**src/rtl/ccf_pkg.sv**
```systemverilog
`timescale 1ns / 1ps
package ccf_pkg;

   localparam int ATAN_LEN = 24;
   localparam int REG_COUNT = 5;

   typedef enum logic [2:0] {
      CSR_RADIUS = 3'd0,
      CSR_OFFSET = 3'd1,
      CSR_HEIGHT = 3'd2,
      CSR_GAIN   = 3'd3,
      CSR_MAX    = 3'd4
   } csr_index_type;

   typedef struct packed {
      logic        mode;
      logic [31:0] px;
      logic [31:0] py;
      logic [31:0] pz;
      logic [15:0] quat_w;
      logic [15:0] quat_x;
      logic [15:0] quat_y;
      logic [15:0] quat_z;
   } req_type;

   typedef struct packed {
      logic [31:0] cam_x;
      logic [31:0] cam_y;
      logic [31:0] cam_z;
      logic [31:0] look_x;
      logic [31:0] look_y;
      logic [31:0] look_z;
      logic [2:0]  clamp_mask;
   } rsp_type;

   // datapath phase commands
   typedef enum logic [3:0] {
      OP_NONE, OP_LOAD, OP_MAT, OP_ATAN_INIT, OP_ATAN_STEP, OP_SC_INIT,
      OP_SC_STEP, OP_GOAL_MUL, OP_GOAL, OP_STEP_MUL, OP_STEP_ADD, OP_SET
   } op_type;

   typedef struct packed {
      op_type     op;
      logic [4:0] iter;
      logic [1:0] axis;
   } cmd_type;

   function automatic logic signed [31:0] atan_entry(input logic [4:0] i);
      logic signed [31:0] r;
      begin
         case (i)
            5'd0: r = 2949120;  5'd1: r = 1740967; 5'd2: r = 919879;
            5'd3: r = 466945;   5'd4: r = 234379;  5'd5: r = 117304;
            5'd6: r = 58666;    5'd7: r = 29335;   5'd8: r = 14668;
            5'd9: r = 7334;     5'd10: r = 3667;   5'd11: r = 1833;
            5'd12: r = 917;     5'd13: r = 458;    5'd14: r = 229;
            5'd15: r = 115;     5'd16: r = 57;     5'd17: r = 29;
            5'd18: r = 14;      5'd19: r = 7;      5'd20: r = 4;
            5'd21: r = 2;       5'd22: r = 1;      default: r = 0;
         endcase
         return r;
      end
   endfunction

endpackage

```
**src/rtl/ccf_ctrl.sv**
```systemverilog
`timescale 1ns / 1ps
module ccf_ctrl #(
   parameter int CORDIC_STEPS = 16
) (
   input  logic               clock,
   input  logic               reset,
   input  logic               req_valid,
   input  logic               req_mode,
   output logic               req_ready,
   output logic               rsp_valid,
   input  logic               rsp_ready,
   output ccf_pkg::cmd_type   cmd
);
   import ccf_pkg::*;

   localparam int NSTEPS = (CORDIC_STEPS > ATAN_LEN) ? ATAN_LEN : CORDIC_STEPS;
   localparam logic [4:0] LAST = 5'(NSTEPS - 1);

   typedef enum logic [3:0] {
      S_IDLE, S_MAT, S_AINIT, S_ASTEP, S_SINIT, S_SSTEP, S_GMUL, S_GOAL,
      S_SMUL, S_SADD, S_OUT
   } state_type;

   state_type  state_ff;
   logic [4:0] iter_ff;
   logic [1:0] axis_ff;
   logic       rsp_valid_ff;

   assign req_ready = (state_ff == S_IDLE) && !rsp_valid_ff;
   assign rsp_valid = rsp_valid_ff;

   always_comb begin
      cmd.iter = iter_ff;
      cmd.axis = axis_ff;
      unique case (state_ff)
         S_IDLE:  cmd.op = (req_valid && req_ready) ?
                           (req_mode ? OP_SET : OP_LOAD) : OP_NONE;
         S_MAT:   cmd.op = OP_MAT;
         S_AINIT: cmd.op = OP_ATAN_INIT;
         S_ASTEP: cmd.op = OP_ATAN_STEP;
         S_SINIT: cmd.op = OP_SC_INIT;
         S_SSTEP: cmd.op = OP_SC_STEP;
         S_GMUL:  cmd.op = OP_GOAL_MUL;
         S_GOAL:  cmd.op = OP_GOAL;
         S_SMUL:  cmd.op = OP_STEP_MUL;
         S_SADD:  cmd.op = OP_STEP_ADD;
         default: cmd.op = OP_NONE;
      endcase
   end

   always_ff @(posedge clock) begin
      if (reset) begin
         state_ff <= S_IDLE;
         iter_ff <= '0;
         axis_ff <= '0;
         rsp_valid_ff <= 1'b0;
      end else begin
         if (rsp_valid_ff && rsp_ready) rsp_valid_ff <= 1'b0;
         unique case (state_ff)
            S_IDLE: if (req_valid && req_ready) begin
               if (req_mode) rsp_valid_ff <= 1'b1;
               else state_ff <= S_MAT;
            end
            S_MAT:   state_ff <= S_AINIT;
            S_AINIT: begin state_ff <= S_ASTEP; iter_ff <= '0; end
            S_ASTEP: begin
               if (iter_ff == LAST) state_ff <= S_SINIT;
               iter_ff <= iter_ff + 5'd1;
            end
            S_SINIT: begin state_ff <= S_SSTEP; iter_ff <= '0; end
            S_SSTEP: begin
               if (iter_ff == LAST) state_ff <= S_GMUL;
               iter_ff <= iter_ff + 5'd1;
            end
            S_GMUL:  state_ff <= S_GOAL;
            S_GOAL:  begin state_ff <= S_SMUL; axis_ff <= '0; end
            S_SMUL:  state_ff <= S_SADD;
            S_SADD: begin
               if (axis_ff == 2'd2) begin
                  state_ff <= S_OUT;
               end else begin
                  axis_ff <= axis_ff + 2'd1;
                  state_ff <= S_SMUL;
               end
            end
            S_OUT: begin rsp_valid_ff <= 1'b1; state_ff <= S_IDLE; end
            default: state_ff <= S_IDLE;
         endcase
      end
   end
endmodule

```
**config.mk**
```make
export PLATFORM = sky130hd
export DESIGN_NAME = ccf_ctrl
export DESIGN_NICKNAME = d
export VERILOG_FILES = /design/src/rtl/ccf_pkg.sv /design/src/rtl/ccf_ctrl.sv
export SDC_FILE = /design/constraint.sdc
export NUM_CORES = 1
export LEC_CHECK = 0
export ABC_AREA = 1
export BUFFER_PORTS_ARGS = -buffer_cell sky130_fd_sc_hd__buf_2
export CAP_MARGIN = 10
export CELL_PAD_IN_SITES_DETAIL_PLACEMENT = 0
export CELL_PAD_IN_SITES_GLOBAL_PLACEMENT = 1
export CORE_ASPECT_RATIO = 1.25
export CORE_UTILIZATION = 35
export CTS_CLUSTER_DIAMETER = 30
export CTS_CLUSTER_SIZE = 24
export DETAILED_ROUTE_END_ITERATION = 8
export PLACE_DENSITY = 0.86
export SYNTH_ARGS = -nofsm -noshare
export SYNTH_HDL_FRONTEND = slang
export SYNTH_SLANG_ARGS = --single-unit
```
**constraint.sdc**
```tcl
create_clock -name clock -period 2.1 [get_ports clock]
set_input_delay 0.105 -clock clock [delete_from_list [all_inputs] [get_ports clock]]
set_output_delay 0.105 -clock clock [all_outputs]
set_load 0.02 [all_outputs]
```
* Word level (Yosys, flattened, before mapping)
Cells that the tools add are included.
** Storage, ports and cells
- Register bits after elaboration :: 12
- Output and inout bits :: 13
- Bits of input ports :: 5
- Word-level logic and storage cells :: 50
** Cells by class
- Add/subtract/negate cells :: 2
- Equal/unequal tests :: 17
- Multiplexer cells :: 16
- Reduce and logical (&&, ||, !) cells :: 11
** Operators by type and width (count)
- case mux 4 bit (10 select lines) :: 2
- 2-to-1 mux 4 bit :: 6
- == test 4 x 3 -> 1 bit (second input constant) :: 4
- == test 4 bit (second input constant) :: 3
- case mux 5 bit (2 select lines) :: 1
- == test 4 x 2 -> 1 bit (second input constant) :: 2
- != test 2 bit (second input constant) :: 4
- adder 5 x 1 -> 5 bit (second input constant) :: 1
- == test 5 x 4 -> 1 bit (second input constant) :: 1
- == test 4 x 1 -> 1 bit (second input constant) :: 1
- logical NOT 4 bit :: 1
- 2-to-1 mux 2 bit :: 2
- case mux 2 bit (2 select lines) :: 1
- AND reduction 4 bit :: 1
- nonzero test 2 bit :: 2
- OR reduction 2 bit :: 2
- logical AND 1 bit :: 3
- 2-to-1 mux 1 bit :: 3
- adder 2 x 1 -> 2 bit (second input constant) :: 1
- == test 2 bit (second input constant) :: 1
- != test 2 x 1 -> 1 bit (second input constant) :: 1
- case mux 1 bit (2 select lines) :: 1
- AND reduction 2 bit :: 1
- logical NOT 1 bit :: 1

* Depth between registers and ports, before layout
- Word-level depth :: 5
- Gate-level depth with buffers :: 8
- Gate-level depth less buffers :: 8

* Worst setup path after synthesis
Ideal clock, no wire load.
- Kind :: register to register
- Start :: reg iter_ff[0]
- End :: reg state_ff[2]
- Arrival :: 1.392 ns
- Library setup time :: 0.070 ns
- Cell stages (with the launch flop) :: 9
- Data required time :: 2.030 ns
- Setup slack :: 0.638 ns
- Buffers on the path :: 0
- Clock period less this slack :: 1.462 ns
- Cells stage by stage :: dfxtp_1 -> ha_1 -> inv_1 -> nor3_1 -> ha_1 -> inv_1 -> nand4_1 -> nand4_1 -> a21oi_1
** Between the ends
- Cells in the longest elaborated chain, start to end :: 3
- Elaborated cells on any way between the ends :: 4
- Classes of those cells :: eq/ne (3); reduce/logical (1)
** Ends and longest elaborated chain
- start, declared :: RTL line ccf_ctrl.sv:25 : logic [4:0] iter_ff;
- start signal, assigned :: RTL line ccf_ctrl.sv:68 : iter_ff <= iter_ff + 5'd1;
- start signal, assigned :: RTL line ccf_ctrl.sv:73 : iter_ff <= iter_ff + 5'd1;
- == test 5 x 4 -> 1 bit (*) :: RTL line ccf_ctrl.sv:67, ccf_ctrl.sv:72
- != test 2 bit (no source line)
- AND reduction 4 bit (no source line) (*)
- end signal, assigned :: RTL line ccf_ctrl.sv:67 : if (iter_ff == LAST) state_ff <= S_SINIT;
- end signal, assigned :: RTL line ccf_ctrl.sv:70 : S_SINIT: begin state_ff <= S_SSTEP; iter_ff <= '0; end
- end signal, assigned :: RTL line ccf_ctrl.sv:72 : if (iter_ff == LAST) state_ff <= S_GMUL;
- end, declared :: RTL line ccf_ctrl.sv:24 : state_type state_ff;
Mark *: on every way between the ends. The rest lies on a longest branch, timed or not.
A chain may end at the register's enable or synchronous reset.

==> summary.txt <==
Cells and area
  – Design area: about 850 um^2
  – Layout cells sized above 1: a little under a quarter
  – # diodes: 0
  – Fin nets: 140
  – Layout area overhead: 19.9%
  – Non-filler cells, final: 150
  – Fillers: 209

Synth
  – Seq/Total Area, Yosys: 33.7%
  – Adder-cell area share of the yosys netlist: 5.27%
  – Seq cells post-synth: 12
  – Post-Syn Instances: 111
  – Post-Syn Nets: 119
  – Syn avg cell area: 6.41 um^2
  – Simple-Gate Fraction of Synth Area: 34.1%
  – Post-Syn Area: 712 um^2
  – Synth Area in XOR/XNOR: 0%
  – Mux share of post-synthesis cell area: 0%
  – Main combinational cell family by area after synthesis: simple AND/OR/NAND/NOR gates
  – Yosys warnings: 0
  – Compound-Gate Fraction of Synth Area: 17.4%
  – Post-synth cell types: 19

Worst setup path
  – Crit path kind: reg -> out
  – Worst EP arrival: 1.49 ns
  – Crit start category: register
  – Worst EP required: 2.00 ns
  – R2r setup slk: 0.66 ns
  – Reg2reg start: iter_ff[0]$_SDFFE_PP0P_
  – Setup crit start: state_ff[2]$_SDFFE_PP0P_
  – Critical Path Sink Type: primary output
  – CP Max Fanout: 6

Place
  – Placed cells: 146
  – IO buf count: 17
  – Detail Placement HPWL: 1250 um
  – Pre-CTS setup slack: 0.676 ns
  – Placed cell area: 817 um^2
  – RePlAce Congestion: 0.746

GRT
  – First-pass GRT wire length: between 2000 and 3000 um
  – Largest net degree at the start of global routing: 10
  – Gr usage total: 16.4%
  – Vias in the first global route: 661
  – Busiest grt layer: met2
  – GR Util met3: 2.07%
  – Met2 Use GR: 29.0%
  – Gr ovfl total: 0
  – Antenna violations before repair: 0
  – Grt met1 use: 18.8%

STA
  – Clock period minus worst slack: ~1.6 ns
  – Final hold violation count: 0
  – Final TNS setup: 0 ns
  – Fmax: approximately 630 MHz
  – RSZ-0062 raised after global routing: false
  – Worst setup margin: 0.507 ns
  – Count of final setup violators: 0
  – Clock Skew: 0.0104 ns
  – Tcrit/Tclk final: 75.9%
  – Final Slew Violations: 0
  – Slew at the pin with the worst max-slew slack: slightly below 0.3 ns
  – Slew HR: 80.2%

Clocking
  – Number of gates resized after CTS: 0
  – Post-CTS Hold Buffers: 0
  – Clock sink total: 12
  – CTS clk-pin slew, worst paths: 0.09 ns
  – Clk_lat worst skew: ~0.28 ns
  – H-tree depth: 1
  – Num CTS Buffers: 3
  – CTS tree: done
  – Root buffer selected by CTS: clkbuf_4
  – Setup repair bufs after CTS: 0
  – CTS max path bufs: 2

Hold path
  – Hold Path Class: in -> reg
  – HP Start: rsp_ready

Floorplanning
  – Core area: 1830 um^2
  – Die W: ~42 um
  – Starting density of the core: 38.9%
  – Num ports: 18
  – Rows: 17
  – Die Span Y: 52.4 um
  – Die area: 2220 um^2

Run
  – MaxCap Viol Count: 0

Detailed routing
  – Drt total wl: approximately 1600 um
  – WL per Instance: 10.4 um
  – DR vias: 744
  – Initial DRC count: 9
  – Vias per inst: 4.96
  – DRT Pass-1 Iters: 2
  – Drt drc: 0
  – Post-DRT Antenna Nets: 0

Power and ir drop
  – PD cells: 580 nW/um^2
  – Leak pwr: 0.394 nW
  – Maximum vdd drop: 244 uV

Outcome
  – Outcome: completed
state kept, by name (all words and copies together), names as in the netlist:
signal     count
state_ff       4
iter_ff        5
axis_ff        2
rsp_valid      1
worst max-delay path, cell delays in order (launching register included):
cell	delay, ns
dfxtp_1	0.37
nor2_2	0.23
nand2_1	0.12
nor3_2	0.15
nand2_1	0.11
nand3_1	0.08
buf_2	0.16
cells in the mapped netlist:
master | instances | share of area (%)
nor2_2 | 2 | 1.8
o21a_1 | 1 | 1.1
ha_1 | 3 | 5.3
nand3_1 | 8 | 5.6
a21oi_1 | 11 | 7.7
a31oi_1 | 1 | 0.88
o21ai_0 | 1 | 0.70
o21ai_1 | 5 | 3.5
inv_2 | 4 | 2.1
clkbuf_1 | 1 | 0.53
nand4_1 | 4 | 3.5
dfxtp_1 | 12 | 34
nor3_2 | 1 | 1.4
o21ai_2 | 2 | 2.5
nand2_1 | 27 | 14
inv_1 | 13 | 6.9
nor2_1 | 13 | 6.9
nor3_1 | 1 | 0.70
o211ai_1 | 1 | 1.1
placed cells by master (no fill, tap or decap), drive strengths merged:
cell	synthesis	routed
nor2	15	15
dfxtp	12	12
inv	17	17
o211ai	1	1
nand2	27	27
a31oi	1	1
nand4	4	4
ha	3	3
buf	0	17
o21ai	8	8
nor3	2	2
o21a	1	1
clkbuf	1	4
a21oi	11	11
nand3	8	8
worst paths after layout:
kind,end,cells past startpoint
setup reg to reg,state_ff[0]$_SDFFE_PP0P_,8
setup / recovery,cmd[8],6
hold reg to reg,iter_ff[4]$_SDFFE_PP0P_,2
hold / removal,rsp_valid$_SDFF_PP0_,4
report_power, final:
part	leakage (nW)	switching [mW]	total (mW)	internal (mW)
clock network	0.0210	0.0808	0.186	0.105
registers	0.0970	0.00619	0.237	0.231
logic	0.276	0.0476	0.0716	0.0241
per-layer routing:
metal	wire (um)	share of wire, %
met4	14	0.90
met1	729	47
met2	748	48
met5	0	0
met3	61	3.9
final cells by class:
type | count | area, um^2 | area share [%]
sequential | 12 | 240 | 28.2
multi-input combinational | 81 | 404 | 47.4
timing repair buffer | 17 | 85.1 | 9.97
inverter | 17 | 63.8 | 7.48
clock buffer | 4 | 36.3 | 4.25
tap | 19 | 23.8 | 2.79
stage by stage:
| stage | hold WS (ns) | total power [mW] | utilization [%] |
|---|---|---|---|
| floorplan | 0.287 | 0.292 | - |
| global placement | 0.376 | 0.314 | 44.7 |
| detailed placement | 0.394 | 0.315 | 44.7 |
| CTS | 0.0924 | 0.506 | 46.6 |
| global route | 0.102 | 0.525 | 46.6 |
| finish | 0.0945 | 0.495 | 46.6 |
kinds of logic (layout without fill, tap and decap cells):
family          after synthesis  count (layout)
compound gates               22              22
fa+ha+maj                     3               3
buf+inv                      18              38
flops                        12              12
simple gates                 56              56
Note: power is estimated with default switching activity, not from simulation.
